### src/design/dtq_pkg.sv
// Package for the deadline timer queue: field widths, action and kind codes,
// cell and scan types. No dependencies.
package dtq_pkg;

   localparam int NumTimers = 64;
   localparam int SlotBits  = 6;
   localparam int GenBits   = 16;
   localparam int TimeBits  = 63;
   localparam int PerBits   = 40;
   localparam int CntBits   = 7;

   localparam logic [TimeBits-1:0] TimeMax = {TimeBits{1'b1}};

   typedef enum logic [1:0] {
      ACT_ADD    = 2'd0,
      ACT_CANCEL = 2'd1,
      ACT_TICK   = 2'd2,
      ACT_NONE   = 2'd3
   } action_type;

   typedef enum logic [1:0] {
      KIND_ADD    = 2'd0,
      KIND_CANCEL = 2'd1,
      KIND_TICK   = 2'd2
   } kind_type;

   // Command broadcast from the sequencer to every cell at once.
   // Rearm applies to every marked cell at once.
   typedef enum logic [2:0] {
      CMD_IDLE,
      CMD_WRITE,
      CMD_CLEAR,
      CMD_MARK,
      CMD_REARM
   } cell_cmd_type;

   // What a scan looks for: any armed entry, due and not yet reported
   // entries, or the earliest deadline once the current tick is applied.
   typedef enum logic [1:0] {
      SCAN_ALL,
      SCAN_DUE,
      SCAN_NEXT
   } scan_mode_type;

   typedef struct packed {
      cell_cmd_type          cmd;
      logic [SlotBits-1:0]   slot;
      logic [TimeBits-1:0]   deadline;
      logic [PerBits-1:0]    period;
      logic [GenBits-1:0]    generation;
      logic [TimeBits-1:0]   now;
   } cell_ctl_type;

   // Running best along the chain: earliest candidate entry, first free
   // slot and the number of due entries not yet reported.
   typedef struct packed {
      logic                  found;
      logic [TimeBits-1:0]   deadline;
      logic [SlotBits-1:0]   slot;
      logic [GenBits-1:0]    generation;
      logic                  free_found;
      logic [SlotBits-1:0]   free_slot;
      logic [CntBits-1:0]    due_count;
   } scan_type;

   typedef enum logic [2:0] {
      ST_IDLE,
      ST_CANCEL,
      ST_SCAN,
      ST_APPLY,
      ST_TICK_NEXT,
      ST_POP,
      ST_EMIT
   } state_type;

endpackage

### src/design/dtq_cell.sv
// One timer slot cell: holds armed bit, deadline, period and generation, and
// forwards a scan record to its neighbor in every cycle. Uses dtq_pkg.
module dtq_cell
   import dtq_pkg::*;
(
   input  logic                clock,
   input  logic                reset,
   input  logic [SlotBits-1:0] my_slot,
   input  cell_ctl_type        ctl,
   input  scan_mode_type       mode,
   input  logic [TimeBits-1:0] due_time,
   input  scan_type            scan_in,
   output scan_type            scan_ff,
   output logic                armed,
   output logic [GenBits-1:0]  generation
);

   logic                armed_ff, armed_in;
   logic                mark_ff, mark_in;
   logic [TimeBits-1:0] deadline_ff, deadline_in;
   logic [PerBits-1:0]  period_ff, period_in;
   logic [GenBits-1:0]  gen_ff, gen_in;
   scan_type            scan_in_next;
   logic [TimeBits:0]   rearm_sum;
   logic [TimeBits-1:0] rearm_dl, cand_dl;
   logic                hit, mine, cand, due;

   assign armed      = armed_ff;
   assign generation = gen_ff;
   assign mine       = (ctl.slot == my_slot);
   assign rearm_sum  = {1'b0, ctl.now} + {{(TimeBits+1-PerBits){1'b0}}, period_ff};
   assign rearm_dl   = rearm_sum[TimeBits] ? TimeMax : rearm_sum[TimeBits-1:0];
   assign due        = armed_ff && (deadline_ff <= due_time);

   // Slot update on a broadcast command
   always_comb begin
      armed_in    = armed_ff;
      mark_in     = mark_ff;
      deadline_in = deadline_ff;
      period_in   = period_ff;
      gen_in      = gen_ff;
      case (ctl.cmd)
         CMD_WRITE: begin
            if (mine) begin
               armed_in    = 1'b1;
               deadline_in = ctl.deadline;
               period_in   = ctl.period;
               gen_in      = ctl.generation;
            end
         end
         CMD_CLEAR: begin
            if (mine) armed_in = 1'b0;
         end
         CMD_MARK: begin
            if (mine) mark_in = 1'b1;
         end
         CMD_REARM: begin
            if (mark_ff) begin
               mark_in = 1'b0;
               if (period_ff == '0) begin
                  armed_in = 1'b0;
               end else begin
                  deadline_in = rearm_dl;
               end
            end
         end
         default: ;
      endcase
   end

   // Compare against the running best; strict less keeps lower slot on ties
   always_comb begin
      case (mode)
         SCAN_DUE: begin
            cand    = due && !mark_ff;
            cand_dl = deadline_ff;
         end
         SCAN_NEXT: begin
            cand    = armed_ff && !(due && period_ff == '0);
            cand_dl = due ? rearm_dl : deadline_ff;
         end
         default: begin
            cand    = armed_ff;
            cand_dl = deadline_ff;
         end
      endcase
      hit = cand && (!scan_in.found || cand_dl < scan_in.deadline);
      scan_in_next = scan_in;
      if (hit) begin
         scan_in_next.found      = 1'b1;
         scan_in_next.deadline   = cand_dl;
         scan_in_next.slot       = my_slot;
         scan_in_next.generation = gen_ff;
      end
      if (!armed_ff && !scan_in.free_found) begin
         scan_in_next.free_found = 1'b1;
         scan_in_next.free_slot  = my_slot;
      end
      if (due && !mark_ff) scan_in_next.due_count = scan_in.due_count + 1'b1;
   end

   always_ff @(posedge clock) begin
      if (reset) begin
         armed_ff <= 1'b0;
         mark_ff  <= 1'b0;
      end else begin
         armed_ff <= armed_in;
         mark_ff  <= mark_in;
      end
      deadline_ff <= deadline_in;
      period_ff   <= period_in;
      gen_ff      <= gen_in;
      scan_ff     <= scan_in_next;
   end

endmodule
### config.mk
export PLATFORM = sky130hd
export DESIGN_NAME = dtq_cell
export DESIGN_NICKNAME = d
export VERILOG_FILES = /design/src/design/dtq_pkg.sv /design/src/design/dtq_cell.sv
export SDC_FILE = /design/constraint.sdc
export NUM_CORES = 1
export LEC_CHECK = 0
export BUFFER_PORTS_ARGS = -buffer_cell sky130_fd_sc_hd__clkbuf_2
export CAP_MARGIN = 15
export CORE_AREA = 2 2 186 188
export DETAILED_ROUTE_END_ITERATION = 6
export DIE_AREA = 0 0 188 190
export GPL_TIMING_DRIVEN = 0
export PLACE_DENSITY = 0.72
export SETUP_SLACK_MARGIN = 0.4
export SYNTH_ARGS = -nofsm -noshare
export SYNTH_HDL_FRONTEND = slang
export SYNTH_SLANG_ARGS = --single-unit
### constraint.sdc
create_clock -name clock -period 8.6 [get_ports clock]
set_input_delay 0.43 -clock clock [delete_from_list [all_inputs] [get_ports clock]]
set_output_delay 0.43 -clock clock [all_outputs]
set_load 0.02 [all_outputs]
==> key figures, run 1 <==
Yosys
  – Syn Area/Cell: 9.68 sq um
  – Synth Flop Type: edfxtp_1
  – Synth top area share: 0.237
  – Post-synthesis sequential area ratio: 0.373
  – FF+latch count, synth: 221
  – Post-synth net total: 2,089
  – Cell with the most instances after synthesis: ha_1
  – Synth warn: 0
  – Cell taking the most area after synthesis: edfxtp_1
  – Synthesized instance count: between 1.5k and 2k
  – FFs w/ async S/R, synth: 0
  – Cell Area, Synth: 0.0151 sq mm
  – Top cells by area, synth: edfxtp_1 24%, ha_1 14%, dfxtp_1 14%
  – Yosys cell types: 73
  – Post-synth EDFFs: ~120
  – Top cells by count, synth: 168 x ha_1, 143 x a21oi_1, 140 x inv_1, 119 x edfxtp_1, 102 x dfxtp_1

Global route
  – Antenna violations before repair: 2
  – Gr ovfl total: 0
  – First-pass GRT wire length: 81,100 microns
  – Largest net degree at the start of global routing: 44
  – Vias in the first global route: 14.2k
  – Gr usage total: 0.297

CTS
  – Cts-stage hold buffer count: 0
  – Setup repair bufs after CTS: 0
  – H-tree Lvls: 1
  – CTS tree: yes
  – Clock sink count: 221
  – Skew-Pair Late Insertion Delay: ~560 ps
  – CTS resizes: 0
  – Worst-path clk slew: 60 ps
  – Clk root buf: clkbuf_16
  – Clock Tree Buf Depth: 3
  – TritonCTS Buffers: 27

Floorplan
  – Die W: 188 microns
  – Die area: ~0.036 sq mm
  – Row count: 68
  – CORE AREA: between 0.03 and 0.04 sq mm
  – I/O pin cnt: a little under 500
  – Die height: 190 microns
  – Initial Util: 0.443

Power
  – Leak pwr: just over 9 nW
  – PwrDens: 150 mW/mm^2
  – Peak supply drop: 0.195 mV

Drt
  – ANT nets after route: 0
  – Vias per inst: around 5.7
  – Vias: around 14k
  – Drt drc: 0
  – 1st-iter DRT viols: 999
  – First drt pass iteration count: 5
  – Routed WL: around 56,000 microns
  – Drt wl/cell: 21.8 microns

Final layout
  – Fraction of layout cells with a size suffix above 1: 0.319
  – Final Cell Area: roughly 0.019 sq mm
  – Fin util: 0.562
  – Antenna cells: 0
  – Fin cells: 2,544
  – Area delta synth->final: 26.7%
  – Fin nets: 2,602

Place
  – Final HPWL DP: 45,800 microns
  – IO buf count: 480
  – RePlAce Congestion: 0.979
  – Placed inst area: 0.0181 sq mm
  – Post-Place Cells: between 2k and 2.5k

Worst setup path
  – Critical path endpoint category: flip-flop
  – Slowest stage delay, CP: roughly 700 ps
  – Reg2Reg Setup Slack: 1310 ps
  – Cells along the critical path: ha_1 > a21oi_1 > o211ai_1 > a21boi_1 > a31oi_1 > a211oi_2 > a211oi_1 > nor3_4 > buf_2 > a31oi_1 > ha_1 > nand4_1 > nor2_2 > nand4_1 > or4_1 > or4_4 > nor3_2 > nand3_1 > o2111ai_4 > buf_8 > buf_12 > mux2_4
  – CP startpoint: period_ff[8]
  – Crit Path Max Fanout: 10
  – WS Path Type: reg -> reg
  – Critical Path RT: 9020 ps
  – CP arrival: 7720 ps
  – Startpoint type of the worst setup path: flip-flop
  – Reg-to-reg startpoint: period_ff[8]
  – Slowest cell on crit path: or4_1

STA
  – Final period utilization: 0.848
  – RSZ-0062 raised after global routing: no
  – Worst Clk Skew: around 20 ps
  – Endpoints failing setup: 0
  – Final hold vios: 0
  – Setup_tns: 0 ps
  – Slew headroom: 0.189
  – Tightest Pin Transition: 1210 ps
  – Peak Freq: 0.137 GHz
  – Final Max Tran Viols: 0
  – Minimum clock period: 7290 ps

Hold path
  – Hold Crit Class: in -> reg
  – Hold path startpoint: ctl[70]

Flow run
  – Max_cap viols: 0

Run status
  – Status: finished clean
-- registers in the layout, summed over array words and instances (netlist names) --
signal       count
scan_ff        100
deadline_ff     63
period_ff       40
generation      16
armed            1
mark_ff          1
-- through the flow --
stage	power, mW	setup slack, ps	hold WS [ps]
after floorplan	1.43	3050	499
after global placement	1.63	1440	481
after CTS	2.86	1350	25.8
final	2.86	1310	44.5
after global routing	2.95	975	28.0
after detailed placement	1.63	1290	494
-- cell usage in the layout, fill, tap and decap left out, types with 11 or more instances in the layout --
cell       instances
mux2_2            45
edfxtp_1         119
nand2_1          100
nor4_1            15
a21oi_1          143
o211ai_1          14
nand4_1           35
nor2_1            81
clkbuf_2         480
clkbuf_16         32
clkbuf_1          39
and3_1            11
a21o_1            40
inv_1            140
a2bb2oi_1         13
o31ai_1           12
mux2_4            50
xor2_1            28
a31oi_1           89
o21ai_0           71
xnor2_1           31
nor3_1            24
dfxtp_1          102
ha_1             168
nand3_1           28
-- cells by family after synthesis --
kind of cell	share of synthesized area
XOR/XNOR	0.0343
buffers and inverters	0.0570
AO/OA/AOI/OAI	0.191
multiplexers	0.0862
adder cells (fa/ha/maj)	0.141
flip-flops	0.373
AND/OR/NAND/NOR	0.117
-- report_power, final --
group / leakage, nW / switching (mW) / total, mW / internal (mW)
registers: 1.93 / 0.00832 / 1.15 / 1.14
clock network: 0.486 / 0.480 / 1.23 / 0.754
logic: 6.69 / 0.273 / 0.472 / 0.199
-- final timing paths --
check	endpoint	cells after the start
worst max register to register	scan_ff[86]	22
worst min-delay path	generation[7]	1
worst max-delay path	scan_ff[86]	22
worst min register to register	scan_ff[23]	1
-- critical path: cells and delay by family, from the launching register on --
kind | cells | cell delay, ps
compound gates | 8 | 2430
simple gates | 8 | 2380
buf+inv | 3 | 840
fa+ha+maj | 2 | 740
flops | 1 | 420
mux | 1 | 330
-- final cells by class --
cell class	count	area, sq um
Buffer	59	333
Clock buffer	41	905
Fill cell	3046	14900
Timing Repair Buffer	484	2470
Tap cell	455	569
Clock inverter	8	70.1
Sequential cell	221	5620
Inverter	140	526
Multi-Input combinational cell	1136	8590
-- routing by layer --
metal / track usage / share of wire
met1: 0.376 / 0.41
met2: 0.512 / 0.48
met3: 0.0533 / 0.077
met4: 0.101 / 0.035
met5: 0 / 0.00049
Power figures use the tool's default switching activity.
==> inputs of run 2 (changes only) <==
--- a/config.mk
+++ b/config.mk
@@ -5,13 +5,14 @@
 export SDC_FILE = /design/constraint.sdc
 export NUM_CORES = 1
 export LEC_CHECK = 0
+export ABC_AREA = 1
 export BUFFER_PORTS_ARGS = -buffer_cell sky130_fd_sc_hd__clkbuf_2
 export CAP_MARGIN = 15
-export CORE_AREA = 2 2 186 188
+export CORE_AREA = 2 2 189 191
 export DETAILED_ROUTE_END_ITERATION = 6
-export DIE_AREA = 0 0 188 190
+export DIE_AREA = 0 0 191 193
 export GPL_TIMING_DRIVEN = 0
-export PLACE_DENSITY = 0.72
+export PLACE_DENSITY = 0.71
 export SETUP_SLACK_MARGIN = 0.4
 export SYNTH_ARGS = -nofsm -noshare
 export SYNTH_HDL_FRONTEND = slang
==> constraint.sdc (replaced) <==
create_clock -name clock -period 7.5 [get_ports clock]
set_input_delay 0.375 -clock clock [delete_from_list [all_inputs] [get_ports clock]]
set_output_delay 0.375 -clock clock [all_outputs]
set_load 0.02 [all_outputs]
==> key figures, run 2 <==
Run status
  – Status: finished clean (unchanged)

Yosys
  – Cell taking the most area after synthesis: edfxtp_1 (unchanged)
  – Top cells by area, synth: edfxtp_1 23%, nand2_1 18%, ha_1 13% (was edfxtp_1 24%, ha_1 14%, dfxtp_1 14%)
  – Synthesized instance count: 2,193 (was 1,556)
  – Yosys cell types: 47 (was 73)
  – Cell with the most instances after synthesis: nand2_1 (was ha_1)
  – Synth warn: 0 (unchanged)
  – FFs w/ async S/R, synth: 0 (unchanged)
  – Top cells by count, synth: 739 x nand2_1, 286 x inv_1, 199 x nor2_1, 168 x ha_1, 146 x nand3_1 (was 168 x ha_1, 143 x a21oi_1, 140 x inv_1, 119 x edfxtp_1, 102 x dfxtp_1)
  – Cell Area, Synth: 0.0156 sq mm (was 0.0151 sq mm)
  – Post-synth EDFFs: 119 (unchanged)
  – FF+latch count, synth: 221 (unchanged)
  – Syn Area/Cell: 7.11 sq um (was 9.68 sq um)
  – Synth Flop Type: edfxtp_1 (unchanged)
  – Post-synth net total: 2,726 (was 2,089)
  – Post-synthesis sequential area ratio: 0.360 (was 0.373)
  – Synth top area share: 0.229 (was 0.237)

Place
  – Final HPWL DP: 49,600 microns (was 45,800 microns)
  – RePlAce Congestion: 0.941 (was 0.979)
  – IO buf count: 480 (unchanged)

CTS
  – CTS tree: yes (unchanged)
  – Worst-path clk slew: 60 ps (about the same)
  – Skew-Pair Late Insertion Delay: 570 ps (was 560 ps)
  – Setup repair bufs after CTS: 0 (unchanged)
  – Clock Tree Buf Depth: 3 (unchanged)
  – Clock sink count: 221 (unchanged)
  – TritonCTS Buffers: 26 (was 27)
  – H-tree Lvls: 1 (unchanged)
  – Clk root buf: clkbuf_16 (unchanged)

Drt
  – Highest routed metal layer: met5 (unchanged)
  – DRT met1 WL: 24,800 microns (was 22,500 microns)
  – Drt drc: 0 (unchanged)
  – 1st-iter DRT viols: 1,109 (was 999)
  – ANT nets after route: 0 (unchanged)
  – Met3 wire len: 3790 microns (was 4290 microns)
  – First drt pass iteration count: 5 (unchanged)
  – Vias per inst: 5.09 (was 5.67)
  – Routed WL: 59,500 microns (was 55,500 microns)
  – Vias: 16.6k (was 14.4k)
  – Drt wl/cell: 18.2 microns (was 21.8 microns)
  – Wire length on met2: 28,600 microns (was 26,800 microns)

Worst setup path
  – Startpoint type of the worst setup path: flip-flop (unchanged)
  – Crit Path Max Fanout: 10 (unchanged)
  – Critical Path RT: 7940 ps (was 9020 ps)
  – Reg-to-reg startpoint: period_ff[24] (was period_ff[8])
  – CP startpoint: period_ff[24] (was period_ff[8])
  – Critical path endpoint category: flip-flop (unchanged)
  – CP arrival: 6710 ps (was 7720 ps)
  – R2R depth: 27 (was 22)
  – WS Path Type: reg -> reg (unchanged)

Final layout
  – Biggest register: scan_ff (unchanged)
  – Max FFs per register: 100 (unchanged)
  – Commonest non-fill, non-tap cell in the layout: nand2_1 (was clkbuf_2)
  – Area delta synth->final: 30.2% (was 26.7%)
  – Fin nets: 3,318 (was 2,602)
  – Most frequent cells in the layout: 739 x nand2_1, 480 x clkbuf_2, 286 x inv_1 (was 480 x clkbuf_2, 168 x ha_1, 143 x a21oi_1)
  – Biggest regs: scan_ff (100), deadline_ff (63), period_ff (40) (unchanged)
  – Fraction of layout cells with a size suffix above 1: 0.211 (was 0.319)

Hold path
  – Hold Crit Class: in -> reg (unchanged)
  – Hold path startpoint: scan_in[91] (was ctl[70])
  – Hold depth: 3 (was 1)

STA
  – Minimum clock period: 6270 ps (was 7290 ps)
  – Final hold vios: 0 (unchanged)
  – Final period utilization: 0.836 (was 0.848)
  – Slew headroom: 0.482 (was 0.189)
  – Tightest Pin Transition: 758 ps (was 1210 ps)
  – Peak Freq: 0.160 GHz (was 0.137 GHz)
  – Final Max Tran Viols: 0 (unchanged)
  – RSZ-0062 raised after global routing: no (unchanged)
  – Endpoints failing setup: 0 (unchanged)
  – Setup_tns: 0 ps (unchanged)
  – Worst Clk Skew: 11.3 ps (was 20.3 ps)

Power
  – PwrDens: 180 mW/mm^2 (was 150 mW/mm^2)
  – Peak supply drop: 0.188 mV (was 0.195 mV)
  – Leak pwr: 10.9 nW (was 9.10 nW)
  – Power Total: 3.66 mW (was 2.86 mW)

Global route
  – Gr usage total: 0.317 (was 0.297)
  – Gr ovfl total: 0 (unchanged)
  – Antenna violations before repair: 2 (unchanged)
  – First-pass GRT wire length: 88,700 microns (was 81,100 microns)
  – Vias in the first global route: 16.4k (was 14.2k)
  – Largest net degree at the start of global routing: 34 (was 44)

Floorplan
  – Die W: 191 microns (was 188 microns)
  – Die area: 0.0369 sq mm (was 0.0357 sq mm)
  – CORE AREA: 0.0350 sq mm (was 0.0339 sq mm)
  – Initial Util: 0.446 (was 0.443)
  – Die height: 193 microns (was 190 microns)
  – Row count: 69 (was 68)
  – I/O pin cnt: 481 (unchanged)

Flow run
  – Max_cap viols: 0 (unchanged)
## run 2: changes by cell type after synthesis, sizes merged, moves of 13 or more
cell,delta
xnor2,-27
a21oi,-31
o21ai,-24
nor2,+116
a31oi,-69
a21o,-31
or2,+30
nand3,+118
o211ai,-14
nand2,+644
a2bb2oi,-13
inv,+147
mux2,-95
## run 2: worst max-delay path: stages, from the launching register on
cell and delay [ps]:
edfxtp_1 420, ha_1 440, nand2_1 110, nor2_1 120, inv_1 60, nor2_1 140
inv_1 70, nor4_1 550, nand4_1 410, a31oi_1 630, nand2_1 130, or2_0 230
nand3_1 130, nor2_1 90, nor2_1 240, ha_1 300, nand4_1 120, nor3_1 50
nand2_1 130, a21oi_1 70, a2111oi_0 610, nand2_1 150, nand2_2 230, nand2_2 180
buf_6 210, buf_6 150, nand2_1 50, nand2_1 70
## run 2: power by group
part | internal (mW) | leakage (nW) | switching, mW
Clock | 0.708 | 0.415 | 0.533
Combinational | 0.369 | 8.55 | 0.625
Sequential | 1.39 | 1.95 | 0.0375
Total | 2.46 | 10.9 | 1.20
## run 2: routing by layer
| metal | global-route usage | vias up |
|---|---|---|
| li1 | - | 8323 |
| met1 | 0.391 | 7580 |
| met2 | 0.559 | 616 |
| met3 | 0.0469 | 119 |
| met4 | 0.119 | 2 |
| met5 | 0 | - |
## run 2: cells by family after synthesis
kind of cell               count (synthesis)  synth area share
AOI/OAI and AO/OA                        225            0.0822
xor gates and xnor gates                  22            0.0124
DFF                                      221             0.360
and+or+nand+nor                         1209             0.322
adders and majority gates                169             0.136
buffers and inverters                    347            0.0878
## run 2: through the flow
step	utilization	setup slack, ps	hold slack, ps	cell area [sq um]	instances
floorplan	-	3060	444	15600	2193
global route	0.581	885	21.4	20300	3267
detailed placement	0.534	1360	492	18700	3138
finish	0.581	1230	20.6	20300	3267
CTS	0.581	1410	0.316	20300	3266
global placement	0.531	194	483	18600	3134
## run 2: final cells by class
| cell class | count | area (sq um) |
|---|---|---|
| antenna | 1 | 2.50 |
| buffer | 58 | 285 |
| clock buffer | 37 | 763 |
| clock inverter | 11 | 71.3 |
| fill | 3287 | 14700 |
| inverter | 289 | 1080 |
| multi-input combinational | 1625 | 8630 |
| sequential | 221 | 5620 |
| tap | 461 | 577 |
| timing repair buffer | 564 | 3270 |
## run 2: repair_timing
item,CTS,global route
endpoints found under the hold margin,81,0
resized for setup,0,0
hold buffers,80,0
## run 2: final timing paths
kind,slack (ps),endpoint
worst min register to register,510,scan_ff[18]
worst max-delay path,1230,scan_ff[77]
worst min-delay path,20,scan_ff[91]
worst max register to register,1230,scan_ff[77]
==> inputs of run 3 (changes only) <==
--- a/config.mk
+++ b/config.mk
@@ -5,14 +5,14 @@
 export SDC_FILE = /design/constraint.sdc
 export NUM_CORES = 1
 export LEC_CHECK = 0
-export ABC_AREA = 1
+export ABC_AREA = 0
 export BUFFER_PORTS_ARGS = -buffer_cell sky130_fd_sc_hd__clkbuf_2
 export CAP_MARGIN = 15
-export CORE_AREA = 2 2 189 191
+export CORE_AREA = 2 2 188 190
 export DETAILED_ROUTE_END_ITERATION = 6
-export DIE_AREA = 0 0 191 193
+export DIE_AREA = 0 0 190 192
 export GPL_TIMING_DRIVEN = 0
-export PLACE_DENSITY = 0.71
+export PLACE_DENSITY = 0.73
 export SETUP_SLACK_MARGIN = 0.4
 export SYNTH_ARGS = -nofsm -noshare
 export SYNTH_HDL_FRONTEND = slang
==> constraint.sdc (replaced) <==
create_clock -name clock -period 5.6 [get_ports clock]
set_input_delay 0.28 -clock clock [delete_from_list [all_inputs] [get_ports clock]]
set_output_delay 0.28 -clock clock [all_outputs]
set_load 0.02 [all_outputs]
==> key figures, run 3 (same netlist as run 1, synthesis figures left out) <==
Run status
  – Status: complete, but fails checks (was finished clean)
  – Violated checks: negative setup slack

STA
  – Final period utilization: 1.09 (was 0.836)
  – Worst Setup Slack, final: -485 ps (was 1230 ps)
  – Slew headroom: 0.284 (was 0.482)
  – Endpoints failing setup: 85 (was 0)
  – Final Max Tran Viols: 0 (unchanged)
  – Tightest Pin Transition: 1060 ps (was 758 ps)
  – Peak Freq: 0.164 GHz (was 0.160 GHz)
  – Final hold vios: 0 (unchanged)
  – Minimum clock period: 6080 ps (was 6270 ps)
  – RSZ-0062 raised after global routing: yes (was no)
  – Worst Clk Skew: 11.2 ps (was 11.3 ps)

Power
  – PwrDens: 198 mW/mm^2 (was 180 mW/mm^2)
  – Leak pwr: 10.5 nW (was 10.9 nW)
  – Peak supply drop: 0.237 mV (was 0.188 mV)

Drt
  – ANT nets after route: 0 (unchanged)
  – Vias per inst: 5.63 (was 5.09)
  – Vias: 15.7k (was 16.6k)
  – Routed WL: 62,500 microns (was 59,500 microns)
  – Drt drc: 0 (unchanged)
  – First drt pass iteration count: 6 (was 5)
  – 1st-iter DRT viols: 985 (was 1,109)
  – Drt wl/cell: 22.4 microns (was 18.2 microns)

Worst setup path
  – R2R Path End: scan_ff[93] (was scan_ff[77])
  – CP arrival: 6520 ps (was 6710 ps)
  – WS Path Type: reg -> reg (unchanged)
  – Reg2Reg Setup Slack: -480 ps (was 1230 ps)
  – Critical Path RT: 6040 ps (was 7940 ps)
  – R2R depth: 22 (was 27)
  – Reg-to-reg startpoint: period_ff[1] (was period_ff[24])
  – Critical path endpoint category: flip-flop (unchanged)
  – Crit Path Max Fanout: 10 (unchanged)
  – Startpoint type of the worst setup path: flip-flop (unchanged)

CTS
  – Clock Tree Buf Depth: 3 (unchanged)
  – CTS tree: yes (unchanged)
  – Clk root buf: clkbuf_16 (unchanged)
  – Worst-path clk slew: 60 ps (about the same)
  – Skew-Pair Late Insertion Delay: 560 ps (was 570 ps)
  – H-tree Lvls: 1 (unchanged)
  – TritonCTS Buffers: 27 (was 26)
  – Clock sink count: 221 (unchanged)

Global route
  – Gr ovfl total: 0 (unchanged)
  – Antenna violations before repair: 1 (was 2)
  – Vias in the first global route: 16.0k (was 16.4k)
  – First-pass GRT wire length: 88,500 microns (was 88,700 microns)
  – Largest net degree at the start of global routing: 44 (was 34)
  – Gr usage total: 0.321 (was 0.317)

Place
  – Final HPWL DP: 46,200 microns (was 49,600 microns)
  – RePlAce Congestion: 0.982 (was 0.941)
  – Post-Place Cells: 2,494 (was 3,138)
  – Placed inst area: 0.0183 sq mm (was 0.0187 sq mm)
  – IO buf count: 480 (unchanged)

Hold path
  – Hold path startpoint: ctl[119] (was scan_in[91])
  – Hold Crit Class: in -> reg (unchanged)
  – WHS Endpoint: deadline_ff[0] (was scan_ff[91])
  – Hold depth: 3 (unchanged)

Final layout
  – Final Cell Area: 0.0227 sq mm (was 0.0203 sq mm)
  – Fin cells: 2,791 (was 3,267)
  – Fraction of layout cells with a size suffix above 1: 0.386 (was 0.211)
  – Most frequent cells in the layout: 487 x clkbuf_2, 156 x dlygate4sd3_1, 140 x inv_1 (was 739 x nand2_1, 480 x clkbuf_2, 286 x inv_1)
  – Biggest regs: scan_ff (100), deadline_ff (63), period_ff (40) (unchanged)
  – Fin nets: 2,847 (was 3,318)
  – Fin util: 0.662 (was 0.581)
  – Area delta synth->final: 50.8% (was 30.2%)
  – Biggest register: scan_ff (unchanged)
  – Max FFs per register: 100 (unchanged)
  – Commonest non-fill, non-tap cell in the layout: clkbuf_2 (was nand2_1)

Floorplan
  – I/O pin cnt: 481 (unchanged)
  – Die area: 0.0365 sq mm (was 0.0369 sq mm)
  – CORE AREA: 0.0343 sq mm (was 0.0350 sq mm)
  – Die W: 190 microns (was 191 microns)
  – Die height: 192 microns (was 193 microns)
  – Row count: 68 (was 69)
  – Initial Util: 0.439 (was 0.446)

Flow run
  – Max_cap viols: 0 (unchanged)
run 3: changes by cell type in the layout (fill, tap and decap cells not counted), moves of 55 or more:
| cell | previous run | this run |
|---|---|---|
| a31oi_1 | 20 | 79 |
| buf_4 | 0 | 78 |
| dlygate4sd3_1 | 80 | 156 |
| inv_1 | 286 | 140 |
| mux2_4 | 0 | 55 |
| nand2_1 | 739 | 96 |
| nand3_1 | 146 | 22 |
| nor2_1 | 197 | 80 |
run 3: worst max-delay path by stage:
stage | depth (start not counted) | slack, ps | to | startpoint
6_report | 22 | -480 | scan_ff[93] | period_ff[1]
5_1_grt | 22 | -610 | scan_ff[56] | period_ff[27]
4_1_cts | 24 | -340 | scan_ff[56] | deadline_ff[42]
3_5_place_dp | 22 | -1500 | scan_ff[56] | deadline_ff[34]
3_3_place_gp | 22 | -1430 | scan_ff[56] | deadline_ff[34]
2_1_floorplan | 22 | 340 | scan_ff[48] | period_ff[12]
run 3: cell type report:
type,count,area (sq um)
multi-input combinational,1136,9730
sequential,221,5620
buffer,59,464
clock buffer,38,788
tap,455,569
clock inverter,12,120
antenna,1,2.50
inverter,140,526
fill,2623,11600
timing repair buffer,729,4880
run 3: per-stage QoR:
stage               TNS (ps)  hold slack [ps]  power [mW]  setup slack (ps)
CTS                   -25830             2.09        4.45              -344
global placement     -157930              457        2.51             -1430
global route          -48610             3.38        4.65              -606
floorplan                  0              349        2.20               342
detailed placement   -118230              459        2.52             -1500
finish                -37570             10.5        4.50              -485
run 3: power by group:
part           total, mW  switching (mW)  internal [mW]  leakage, nW
logic              0.927           0.491          0.436         8.11
registers           1.77          0.0138           1.75         1.93
clock network       1.81           0.739           1.07        0.443
total               4.50            1.24           3.26         10.5
run 3: layer usage:
metal  track usage  up-vias  wire length, microns
met2         0.566      783                 30600
met1         0.372     7443                 23600
met5             0        -                     0
met3        0.0614      181                  5010
li1              -     7300                     -
met4         0.166        0                  3230
run 3: critical path, stage by stage, from the launching register on:
cell and delay, ps:
edfxtp_1 460, ha_4 260, a211oi_2 310, o31ai_4 130, o21ai_4 250, a31oi_4 150, a211o_4 360, o211ai_1 260
mux2i_1 360, o21ai_1 150, ha_1 300, nand4_1 140, nor2_2 150, nand4_1 220, or4_4 580, or4_4 500
nor3_4 150, nand3_2 110, o2111ai_4 320, buf_12 180, buf_12 110, buf_12 140, mux2_4 320
run 3: timing repair:
item / in CTS / in global routing
pin swaps: 41 / 34
gates resized for setup: 130 / 78
cloned: 4 / 1
hold buffers: 156 / 0
buffers inserted: 59 / 26
setup endpoints to repair: 85 / 85
hold endpoints to repair: 151 / 0
